===== config.mk =====
export PLATFORM = sky130hd
export DESIGN_NAME = greedy_line_wrapper
export DESIGN_NICKNAME = d
export VERILOG_FILES = /design/src/rtl/glw_pkg.sv /design/src/rtl/greedy_line_wrapper.sv
export SDC_FILE = /design/constraint.sdc
export NUM_CORES = 1
export LEC_CHECK = 0
export ABC_AREA = 1
export BUFFER_PORTS_ARGS = -buffer_cell sky130_fd_sc_hd__clkbuf_2
export CAP_MARGIN = 15
export CORE_MARGIN = 4
export CORE_UTILIZATION = 30
export CTS_BUF_LIST = sky130_fd_sc_hd__clkbuf_4
export CTS_CLUSTER_SIZE = 40
export DETAILED_ROUTE_END_ITERATION = 7
export PLACE_DENSITY = 0.56
export SLEW_MARGIN = 20
export SYNTH_ARGS = -nofsm -noshare
export SYNTH_HDL_FRONTEND = slang
export SYNTH_SLANG_ARGS = --single-unit

===== constraint.sdc =====
create_clock -name clk -period 6.4 [get_ports clk]
set_clock_uncertainty 0.1 [all_clocks]
set_input_delay 0.64 -clock clk [delete_from_list [all_inputs] [get_ports clk]]
set_output_delay 0.64 -clock clk [all_outputs]
set_load 0.02 [all_outputs]

===== src/rtl/glw_pkg.sv =====
// Shared types and constants for the greedy line wrapper.
// No dependencies.
package glw_pkg;

  typedef struct packed {
    logic        kind;
    logic [20:0] code_point;
    logic [1:0]  col_width;
  } char_item_t;

  typedef struct packed {
    logic [15:0] line_start;
    logic [15:0] line_end;
    logic        final_line;
  } line_item_t;

  localparam logic        KIND_CHAR = 1'b0;
  localparam logic        KIND_END  = 1'b1;

  localparam logic [20:0] CP_NUL    = 21'd0;
  localparam logic [20:0] CP_NL     = 21'd10;
  localparam logic [20:0] CP_FMT    = 21'd25;
  localparam logic [20:0] CP_SPACE  = 21'd32;
  localparam logic [20:0] CP_LC_A   = 21'd97;
  localparam logic [20:0] CP_LC_B   = 21'd98;
  localparam logic [20:0] CP_LC_I   = 21'd105;
  localparam logic [20:0] CP_LC_O   = 21'd111;
  localparam logic [20:0] CP_LC_U   = 21'd117;
  localparam logic [20:0] CP_RBRACE = 21'd125;

  localparam logic [11:0] LINE_WIDTH_RST = 12'd80;
  localparam logic [12:0] COL_MAX        = 13'h1FFF;

endpackage


===== src/rtl/greedy_line_wrapper.sv =====
// Greedy line wrapper: one character per cycle while char_ready, emits line spans.
// Each (start, end) span is registered into line_data, or skid_data if the head waits.
// A two-entry output buffer keeps char_ready high while one finished line waits.
// Reset (rst, synchronous, active high): all text state cleared, line_width = 80.
// Depends on glw_pkg.
module greedy_line_wrapper #(
  parameter int unsigned MAX_CHARS = 65535
) (
  input  logic                clk,
  input  logic                rst,
  input  logic                cfg_we,
  input  logic [11:0]         cfg_wdata,
  input  logic                char_valid,
  output logic                char_ready,
  input  glw_pkg::char_item_t char_data,
  output logic                line_valid,
  input  logic                line_ready,
  output glw_pkg::line_item_t line_data
);
  import glw_pkg::*;

  localparam logic [15:0] POS_LIMIT = (MAX_CHARS < 65535) ? 16'(MAX_CHARS) : 16'hFFFF;

  logic [11:0] line_width;
  logic [15:0] char_position, char_position_next;
  logic [15:0] line_start_pos, line_start_pos_next;
  logic [15:0] space_position, space_position_next;
  logic        space_seen, space_seen_next;
  logic [12:0] cols_before_space, cols_before_space_next;
  logic [12:0] columns_used, columns_used_next;
  logic        in_fmt, in_fmt_next;
  logic        text_stopped, text_stopped_next;

  logic        skid_valid;
  line_item_t  skid_data;

  logic        fire, emit, pop;
  line_item_t  res;
  logic [1:0]  cols;
  logic [13:0] sum_cols, dec, cu_sum;
  logic [12:0] cu_work;
  logic        closes;

  function automatic logic [15:0] pos_inc(input logic [15:0] p);
    pos_inc = (p >= POS_LIMIT) ? POS_LIMIT : p + 16'd1;
  endfunction

  assign char_ready = !skid_valid;
  assign fire       = char_valid && char_ready;
  assign pop        = line_valid && line_ready;

  assign cols     = (char_data.col_width == 2'd3) ? 2'd2 : char_data.col_width;
  assign sum_cols = {1'b0, columns_used} + {12'd0, cols};
  assign dec      = {1'b0, cols_before_space} + 14'd1;
  assign closes   = (char_data.code_point == CP_LC_U) || (char_data.code_point == CP_LC_A) ||
                    (char_data.code_point == CP_LC_I) || (char_data.code_point == CP_LC_B) ||
                    (char_data.code_point == CP_LC_O) || (char_data.code_point == CP_RBRACE);

  always_comb begin
    char_position_next     = char_position;
    line_start_pos_next    = line_start_pos;
    space_position_next    = space_position;
    space_seen_next        = space_seen;
    cols_before_space_next = cols_before_space;
    columns_used_next      = columns_used;
    in_fmt_next            = in_fmt;
    text_stopped_next      = text_stopped;
    emit                   = 1'b0;
    res                    = '{line_start: line_start_pos, line_end: char_position,
                               final_line: 1'b0};
    cu_work                = columns_used;
    cu_sum                 = '0;
    if (char_data.kind == KIND_END) begin
      emit                   = 1'b1;
      res.final_line         = 1'b1;
      char_position_next     = '0;
      line_start_pos_next    = '0;
      space_position_next    = '0;
      space_seen_next        = 1'b0;
      cols_before_space_next = '0;
      columns_used_next      = '0;
      in_fmt_next            = 1'b0;
      text_stopped_next      = 1'b0;
    end else if (text_stopped) begin
      emit = 1'b0;
    end else if (in_fmt) begin
      char_position_next = pos_inc(char_position);
      if (closes) begin
        in_fmt_next = 1'b0;
      end
    end else if (char_data.code_point == CP_FMT) begin
      in_fmt_next        = 1'b1;
      char_position_next = pos_inc(char_position);
    end else if (char_data.code_point == CP_NUL) begin
      text_stopped_next = 1'b1;
    end else if (char_data.code_point == CP_NL) begin
      char_position_next  = pos_inc(char_position);
      emit                = 1'b1;
      res.line_end        = char_position_next;
      line_start_pos_next = char_position_next;
      space_seen_next     = 1'b0;
      columns_used_next   = '0;
    end else begin
      if (sum_cols > {2'b00, line_width}) begin
        emit = 1'b1;
        if (space_seen) begin
          res.line_end        = space_position;
          line_start_pos_next = pos_inc(space_position);
          space_seen_next     = 1'b0;
          cu_work = ({1'b0, columns_used} > dec) ? 13'({1'b0, columns_used} - dec) : 13'd0;
        end else begin
          line_start_pos_next = char_position;
          cu_work             = '0;
        end
      end
      if (char_data.code_point == CP_SPACE) begin
        space_position_next    = char_position;
        space_seen_next        = 1'b1;
        cols_before_space_next = cu_work;
      end
      cu_sum             = {1'b0, cu_work} + {12'd0, cols};
      columns_used_next  = cu_sum[13] ? COL_MAX : cu_sum[12:0];
      char_position_next = pos_inc(char_position);
    end
  end

  always_ff @(posedge clk) begin
    if (rst) begin
      line_width <= LINE_WIDTH_RST;
    end else if (cfg_we) begin
      line_width <= cfg_wdata;
    end
  end

  always_ff @(posedge clk) begin
    if (rst) begin
      char_position     <= '0;
      line_start_pos    <= '0;
      space_position    <= '0;
      space_seen        <= 1'b0;
      cols_before_space <= '0;
      columns_used      <= '0;
      in_fmt            <= 1'b0;
      text_stopped      <= 1'b0;
    end else if (fire) begin
      char_position     <= char_position_next;
      line_start_pos    <= line_start_pos_next;
      space_position    <= space_position_next;
      space_seen        <= space_seen_next;
      cols_before_space <= cols_before_space_next;
      columns_used      <= columns_used_next;
      in_fmt            <= in_fmt_next;
      text_stopped      <= text_stopped_next;
    end
  end

  // two-entry output buffer: line_data is the head, skid_data the tail
  always_ff @(posedge clk) begin
    if (rst) begin
      line_valid <= 1'b0;
      skid_valid <= 1'b0;
    end else if (!line_valid) begin
      line_valid <= fire && emit;
    end else if (pop && skid_valid) begin
      skid_valid <= 1'b0;
    end else if (pop) begin
      line_valid <= fire && emit;
    end else if (fire && emit) begin
      skid_valid <= 1'b1;
    end
  end

  always_ff @(posedge clk) begin
    if (!line_valid || (pop && !skid_valid)) begin
      line_data <= res;
    end else if (pop) begin
      line_data <= skid_data;
    end
    if (line_valid && !pop && fire && emit) begin
      skid_data <= res;
    end
  end

`ifndef SYNTHESIS
  a_skid_behind_head: assert property (@(posedge clk) disable iff (rst)
    skid_valid |-> line_valid)
    else $error("skid entry held without head entry");

  a_start_not_past_pos: assert property (@(posedge clk) disable iff (rst)
    line_start_pos <= char_position)
    else $error("line start beyond character position");

  a_stop_excludes_fmt: assert property (@(posedge clk) disable iff (rst)
    !(text_stopped && in_fmt))
    else $error("stopped text inside formatting run");
`endif

endmodule

==> flow_summary_export.csv, run 1 <==
group,metric,value,unit
outcome,status,"complete, no violations",
clocking,cts.repair.resized,0,
grt,track_usage,0.1574,
setup_path,path_max_fanout,23,
synth,synth-edff-count,66,
hold_path,hold_depth,3,
setup_path,crit_type,"flop to flop",
setup_path,ff2ff_path_depth,31,
floorplanning,die_w,185.4,um
synth,postSynthAreaPerCell,7.678,um2
flow_run,cap_violations,0,
final_layout,fillCellCount,3286,
final_layout,drive_above_1_share,0.1390,
sta,max_slew_margin,0.4094,
power_and_ir_drop,powerDensity,181.1,nW/um2
sta,tns,0,ns
final_layout,final_cells,1700,
setup_path,slowest_stage,"fa_1",
hold_path,hp-class,"primary input to flop",
sta,finalMaxSlewViolations,0,
route,first_pass_iters,7,
synth,syn_nets,1305,
placement,port_buffers,75,
clocking,clk_pin_slew,0.16,ns
setup_path,crit_top_cell,"nand2_1",
final_layout,fin_nets,1365,
sta,hold_viol,0,
floorplanning,die_h,185.4,um
setup_path,end_kind,"flop",
final_layout,mostFrequentLayoutCells,"nand2_1, inv_1, nor2_1, dfxtp_1, a21oi_1",
route,vias_per_cell,4.959,
setup_path,crit_path_max_incr_delay,0.49,ns
clocking,postCtsSetupRepairBufs,0,
placement,place_area,10190,um2
placement,place_hpwl,19.46,mm
setup_path,start_kind,"flop",
sta,worst_pin_slew,0.8849,ns
clocking,cts_max_level,4,
synth,async_reset_ff_frac,0,
final_layout,area_delta_synth_final,11.10,%
clocking,numClockSinks,157,
final_layout,finalInstanceArea,10480,um2
clocking,clockBufferDepth,2,
grt,grt_pass1_wl,42.77,mm
clocking,ctsHoldBuffers,0,
route,antenna_left,0,
clocking,numCtsBuffers,17,
grt,use_met2,0.2517,
sta,fmax,0.1877,GHz
synth,ys_seq_area_frac,0.4031,
route,drt_wl_total,26.77,mm
placement,dp_slack,0.6736,ns
grt,grt_overflow,0,
grt,globalRouteMet3Util,0.03633,
sta,setup_ws,1.072,ns
clocking,clk_latency,0.61,ns
synth,syn_inst,1229,
synth,yosys_register_bits,157,
grt,grt_util_met1,0.2132,
synth,ys.flop_type,"dfxtp_1",
route,wire_per_inst,15.74,um
clocking,cts_tree,"done",
grt,grt_start_max_net_pins,67,
power_and_ir_drop,ir_worst_vdd,0.08314,mV
final_layout,mostFrequentLayoutCell,"nand2_1",
grt,busiest_layer,"met2",
route,detail_route.drc_violations,0,
grt,antenna_found_initial,5,
route,drtIter0Drc,694,
clocking,clockRootBuffer,"clkbuf_4",
floorplanning,coreArea,30830,um2
grt,grt_pass1_vias,8042,
placement,dpl.cell_count,1666,
synth,synth_area,9437,um2
placement,finalWeightedCongestion,0.9054,
floorplanning,start_util,0.3061,
synth,ys_warn_count,0,
power_and_ir_drop,total_power,1.898,mW
setup_path,worst-endpoint-required,6.76,ns
floorplanning,die_area,34360,um2
sta,rsz0062_at_grt,"no",
sta,timing.final.crit_period,5.328,ns
sta,setup_viol,0,
power_and_ir_drop,total_leakage_power,4.328,nW
floorplanning,num_rows,64,
floorplanning,num_io_pins,76,
setup_path,arrival,5.69,ns
route,via_count,8431,
sta,min_period_over_period,0.8324,
synth,yosys.cell_types.count,52,
## through the flow
| stage | hold WS [ns] | utilization |
|---|---|---|
| 2_1_floorplan | 0.3249 | - |
| 3_3_place_gp | 0.3460 | 0.3305 |
| 3_5_place_dp | 0.3486 | 0.3305 |
| 4_1_cts | 0.1031 | 0.3399 |
| 5_1_grt | 0.1158 | 0.3401 |
| 6_report | 0.1454 | 0.3401 |
## sequential cells by signal (all words and copies together) (netlist names)
register / count
line_data: 33
skid_data: 33
char_position: 16
line_start_pos: 16
space_position: 16
cols_before_space: 13
columns_used: 13
line_width: 12
in_fmt: 1
line_valid: 1
skid_valid: 1
space_seen: 1
text_stopped: 1
## Yosys cell counts, types with 4 or more instances
master    count  area share
nand2_1     282        0.11
inv_1       147       0.058
nor2_1       92       0.037
dfxtp_1      91        0.19
a21oi_1      90       0.048
nand3_1      76       0.040
o21ai_0      73       0.039
edfxtp_1     66        0.21
xor2_1       36       0.033
ha_1         32       0.042
o22ai_1      31       0.021
clkbuf_1     21      0.0084
nand4_1      19       0.013
nor3_1       19       0.010
mux2_2       17       0.020
a211oi_1     15       0.012
buf_2        13      0.0069
o221ai_1     10      0.0093
xnor2_1      10      0.0093
nand2_2       9      0.0060
a21oi_2       8      0.0074
nor2_4        6      0.0072
a31oi_1       5      0.0033
inv_2         5      0.0020
buf_4         4      0.0032
nand3_2       4      0.0042
nor2_2        4      0.0027
o211ai_1      4      0.0032
## path summary, 6_finish.rpt
path / startpoint / end / slack, ns
setup / recovery: columns_used[1] / columns_used[12] / 1.07
hold / removal: cfg_wdata[0] / line_width[0] / 0.15
setup reg to reg: columns_used[1] / columns_used[12] / 1.07
hold reg to reg: line_start_pos[11] / skid_data[28] / 0.37
## area by class of cell
cell class | count | area [um2] | share of cell area
Clock inverter | 14 | 155.1 | 0.01480
Clock buffer | 18 | 135.1 | 0.01289
Multi-Input combinational cell | 875 | 4867 | 0.4643
Inverter | 154 | 579.3 | 0.05526
Sequential cell | 157 | 3804 | 0.3628
Tap cell | 396 | 495.5 | 0.04726
Antenna cell | 2 | 5.005 | 0.0004774
Timing Repair Buffer | 84 | 442.9 | 0.04225
## where the power goes
part | switching (mW) | total (mW) | internal, mW | leakage (nW)
Combinational | 0.129 | 0.186 | 0.0570 | 2.72
Clock | 0.423 | 0.635 | 0.212 | 0.147
Sequential | 0.0137 | 1.08 | 1.06 | 1.46
Total | 0.566 | 1.90 | 1.33 | 4.33
## layer usage
metal,wire length [um],vias up
met3,1672,46
met5,40,-
met1,12360,3867
li1,-,4266
met4,561,6
met2,12130,246
## critical path: cells and delay by family, from the launching register on
kind / cells / cell delay (ns)
AND/OR/NAND/NOR: 20 / 2.39
AO/OA/AOI/OAI: 2 / 0.29
flip-flops: 1 / 0.48
XOR/XNOR: 1 / 0.15
buffers and inverters: 4 / 0.37
adder cells (fa/ha/maj): 4 / 1.36
## cells by family (layout without fill, tap and decap cells)
group,count (synthesis),count (layout),share of synthesized area
adder cells (fa/ha/maj),35,35,0.04879
buffers and inverters,197,270,0.08340
multiplexers,17,17,0.02029
flip-flops,157,157,0.4031
other,0,2,0
AND/OR/NAND/NOR,526,526,0.2465
AO/OA/AOI/OAI,251,251,0.1553
XOR/XNOR,46,46,0.04269
No activity file was read; power rests on OpenSTA's default activity.
==> run 2: changes to the inputs <==
--- a/config.mk
+++ b/config.mk
@@ -5,7 +5,7 @@
 export SDC_FILE = /design/constraint.sdc
 export NUM_CORES = 1
 export LEC_CHECK = 0
-export ABC_AREA = 1
+export ABC_AREA = 0
 export BUFFER_PORTS_ARGS = -buffer_cell sky130_fd_sc_hd__clkbuf_2
 export CAP_MARGIN = 15
 export CORE_MARGIN = 4
@@ -13,7 +13,7 @@
 export CTS_BUF_LIST = sky130_fd_sc_hd__clkbuf_4
 export CTS_CLUSTER_SIZE = 40
 export DETAILED_ROUTE_END_ITERATION = 7
-export PLACE_DENSITY = 0.56
+export PLACE_DENSITY = 0.57
 export SLEW_MARGIN = 20
 export SYNTH_ARGS = -nofsm -noshare
 export SYNTH_HDL_FRONTEND = slang
==> constraint.sdc (replaced) <==
create_clock -name clk -period 4.7 [get_ports clk]
set_clock_uncertainty 0.1 [all_clocks]
set_input_delay 0.47 -clock clk [delete_from_list [all_inputs] [get_ports clk]]
set_output_delay 0.47 -clock clk [all_outputs]
set_load 0.02 [all_outputs]
==> run 2 against run 1 <==
- sequential power is 35% higher
- critical endpoint is now columns_used[8]
- count of clock-buffer cells in the layout is 1 lower
- sequential share of layout area is 0.94 points lower
- die area decreased by 2.6%
==> flow_summary_export.csv, run 2 <==
group,metric,value,unit
outcome,status,"complete, no violations",
final_layout,antenna-diode-count,0,
synth,syn_inst,1029,
final_layout,area_delta_synth_final,17.36,%
hold_path,hold_depth,2,
grt,grt_util_met1,0.2107,
clocking,clk_latency,0.57,ns
power_and_ir_drop,internal_power,1.786,mW
power_and_ir_drop,ir_worst_vdd,0.1234,mV
clocking,clockRootBuffer,"clkbuf_4",
synth,synth-edff-count,66,
sta,min_period_over_period,0.9662,
synth,netlist.area_leader.share,0.2160,
grt,antenna_found_initial,0,
power_and_ir_drop,seqPwrFrac,0.567,
setup_path,r2r-end,"columns_used[8]",
synth,postSynthAreaPerCell,8.918,um2
route,via_count,8119,
power_and_ir_drop,powerDensity,238.7,nW/um2
sta,max_slew_margin,0.2988,
flow_run,cap_violations,0,
grt,busiest_layer,"met2",
floorplanning,die_w,182.9,um
grt,grt_start_max_net_pins,63,
grt,globalRouteMet3Util,0.02717,
sta,rsz0062_at_grt,"yes",
grt,use_met2,0.2578,
synth,yosys.cell_types.count,81,
placement,port_buffers,75,
sta,finalMaxSlewViolations,0,
power_and_ir_drop,swShare,0.3053,
floorplanning,num_rows,63,
synth,ys_seq_area_frac,0.4145,
hold_path,hp-class,"primary input to flop",
synth,ys_top_cells_by_area,"edfxtp_1, dfxtp_1, a21oi_1",
placement,place_hpwl,19.28,mm
hold_path,holdPathEnd,"skid_valid",
setup_path,crit_type,"flop to flop",
setup_path,worst-endpoint-required,5.11,ns
placement,finalWeightedCongestion,0.8962,
placement,dpl.cell_count,1485,
clocking,numCtsBuffers,17,
hold_path,worstHoldStart,"line_ready",
setup_path,path_max_fanout,4,
power_and_ir_drop,pwr-share-comb,0.100,
route,drt_wl_total,26.77,mm
floorplanning,die_area,33450,um2
sta,worst_pin_slew,1.046,ns
final_layout,drive_above_1_share,0.2025,
grt,grt_pass1_wl,42.68,mm
grt,grt_pass1_vias,7776,
synth,ys.flop_type,"dfxtp_1",
clocking,clk_pin_slew,0.16,ns
route,first_pass_iters,5,
final_layout,utilization,0.3605,
final_layout,final_cells,1531,
power_and_ir_drop,total_power,2.571,mW
sta,hold_viol,0,
synth,yosys_register_bits,157,
clocking,numClockSinks,157,
final_layout,mostFrequentLayoutCell,"nand2_1",
grt,grt_overflow,0,
setup_path,start_kind,"flop",
clocking,cts_tree,"done",
synth,syn_nets,1105,
route,antenna_left,0,
floorplanning,num_io_pins,76,
floorplanning,start_util,0.3072,
route,detail_route.drc_violations,0,
power_and_ir_drop,clockPowerShare,0.332,
route,vias_per_cell,5.303,
final_layout,mostFrequentLayoutCells,"nand2_1, nor2_1, a21oi_1, dfxtp_1, clkbuf_2",
synth,synth_common_cells,"nand2_1, nor2_1, dfxtp_1, a21oi_1, edfxtp_1",
setup_path,end_kind,"flop",
clocking,cts_max_level,4,
synth,synth_area,9176,um2
setup_path,ff2ff_path_depth,22,
setup_path,r2r_slack,0.16,ns
floorplanning,coreArea,29870,um2
setup_path,arrival,4.95,ns
sta,setup_viol,0,
power_and_ir_drop,p_sw,784.7,uW
final_layout,fin_nets,1204,
route,drtIter0Drc,483,
setup_path,r2r_start,"columns_used[0]",
power_and_ir_drop,total_leakage_power,4.166,nW
final_layout,top_regs,"line_data x33, skid_data x33",
synth,async_reset_ff_frac,0,
sta,fmax,0.2202,GHz
sta,timing.final.crit_period,4.541,ns
route,wire_per_inst,17.49,um
final_layout,fillCellCount,3066,
synth,ys_warn_count,0,
grt,track_usage,0.1575,
synth,yosysMostFrequentCell,"nand2_1",
synth,synth_top_area_cell,"edfxtp_1",
clocking,clockBufferDepth,2,
floorplanning,die_h,182.9,um
[run 2: cell types whose count changed in the layout (fill, tap and decap cells not counted), sizes merged, moves of 16 or more]
cell / change
o22ai: -23
inv: -111
xor2: -16
nand2: -177
o21ai: -23
buf: +50
nand3: -49
xnor2: +18
[run 2: kinds of logic (layout without fill, tap and decap cells)]
group                      after synthesis  count (layout)  share of synthesized area
buffers and inverters                  103             215                    0.04445
adders and majority gates               35              35                    0.05018
AOI/OAI and AO/OA                      282             282                     0.2077
muxes                                   31              31                    0.03600
and+or+nand+nor                        373             373                     0.2014
DFF                                    157             157                     0.4145
xor gates and xnor gates                48              48                    0.04581
[run 2: per-layer routing]
layer	up-vias	wire length (um)
li1	3959	-
met1	3837	11740
met2	272	12670
met3	51	1603
met4	0	750
met5	-	0
[run 2: layout make-up]
| cell class | instances | area (um2) | share of cell area |
|---|---|---|---|
| clock buffers | 17 | 127.6 | 0.01185 |
| clock inverters | 15 | 165.2 | 0.01534 |
| inverters | 40 | 150.1 | 0.01394 |
| multi-input cells | 769 | 5111 | 0.4746 |
| flip-flops and latches | 157 | 3806 | 0.3534 |
| well taps | 390 | 488.0 | 0.04531 |
| repair buffers | 143 | 920.9 | 0.08551 |
[run 2: worst max path at each step]
| stage | startpoint | to | slack, ns |
|---|---|---|---|
| 2_1_floorplan | char_data[0] | columns_used[10] | 0.007 |
| 3_3_place_gp | char_data[1] | columns_used[10] | -0.23 |
| 3_5_place_dp | char_data[1] | columns_used[10] | -0.33 |
| 4_1_cts | columns_used[0] | columns_used[10] | 0.1 |
| 5_1_grt | columns_used[0] | columns_used[10] | -0.07 |
| 6_report | columns_used[0] | columns_used[8] | 0.16 |
[run 2: power groups by stage]
| stage | Sequential (mW) | Clock, mW | Combinational, mW |
|---|---|---|---|
| final | 1.46 | 0.855 | 0.258 |
| after global routing | 1.46 | 0.939 | 0.285 |
| after CTS | 1.46 | 0.883 | 0.255 |
| after detailed placement | 1.49 | 0 | 0.247 |
| after global placement | 1.49 | 0 | 0.246 |
| after floorplan | 1.51 | 0 | 0.134 |
[run 2: metrics by stage]
| stage | cell area (um2) | TNS (ns) | setup slack (ns) | hold WS [ns] |
|---|---|---|---|---|
| finish | 10770 | 0 | 0.1587 | 0.06882 |
| global route | 10770 | -0.4245 | -0.07171 | 0.03253 |
| CTS | 10680 | 0 | 0.09896 | 0.009189 |
| detailed placement | 10290 | -4.774 | -0.3332 | 0.3533 |
| global placement | 10290 | -2.847 | -0.2270 | 0.3478 |
| floorplan | 9263 | 0 | 0.007286 | 0.3299 |
[run 2: what timing repair did]
item / 4_1_cts / 5_1_grt
setup endpoints to repair: 10 / 20
gates resized for setup: 0 / 16
gates cloned: 0 / 0
setup buffers: 1 / 5
hold endpoints to repair: 9 / 0
hold buffers: 9 / 0
pin swaps: 1 / 8
[run 2: critical path, stage by stage, from the launching register on]
cell and delay (ns):
dfxtp_2 0.39, ha_4 0.14, inv_2 0.03, fa_2 0.37, nor2_2 0.13, nand4_1 0.12
xnor2_1 0.18, ha_2 0.37, o21ai_4 0.06, o21a_1 0.18, a221oi_2 0.32, o31ai_4 0.17
a21oi_4 0.17, nand2b_1 0.07, o21ai_2 0.08, ha_2 0.21, inv_2 0.04, fa_2 0.38
nor3b_2 0.19, a22oi_2 0.12, o311a_1 0.37, nor3_1 0.18, a211o_1 0.12
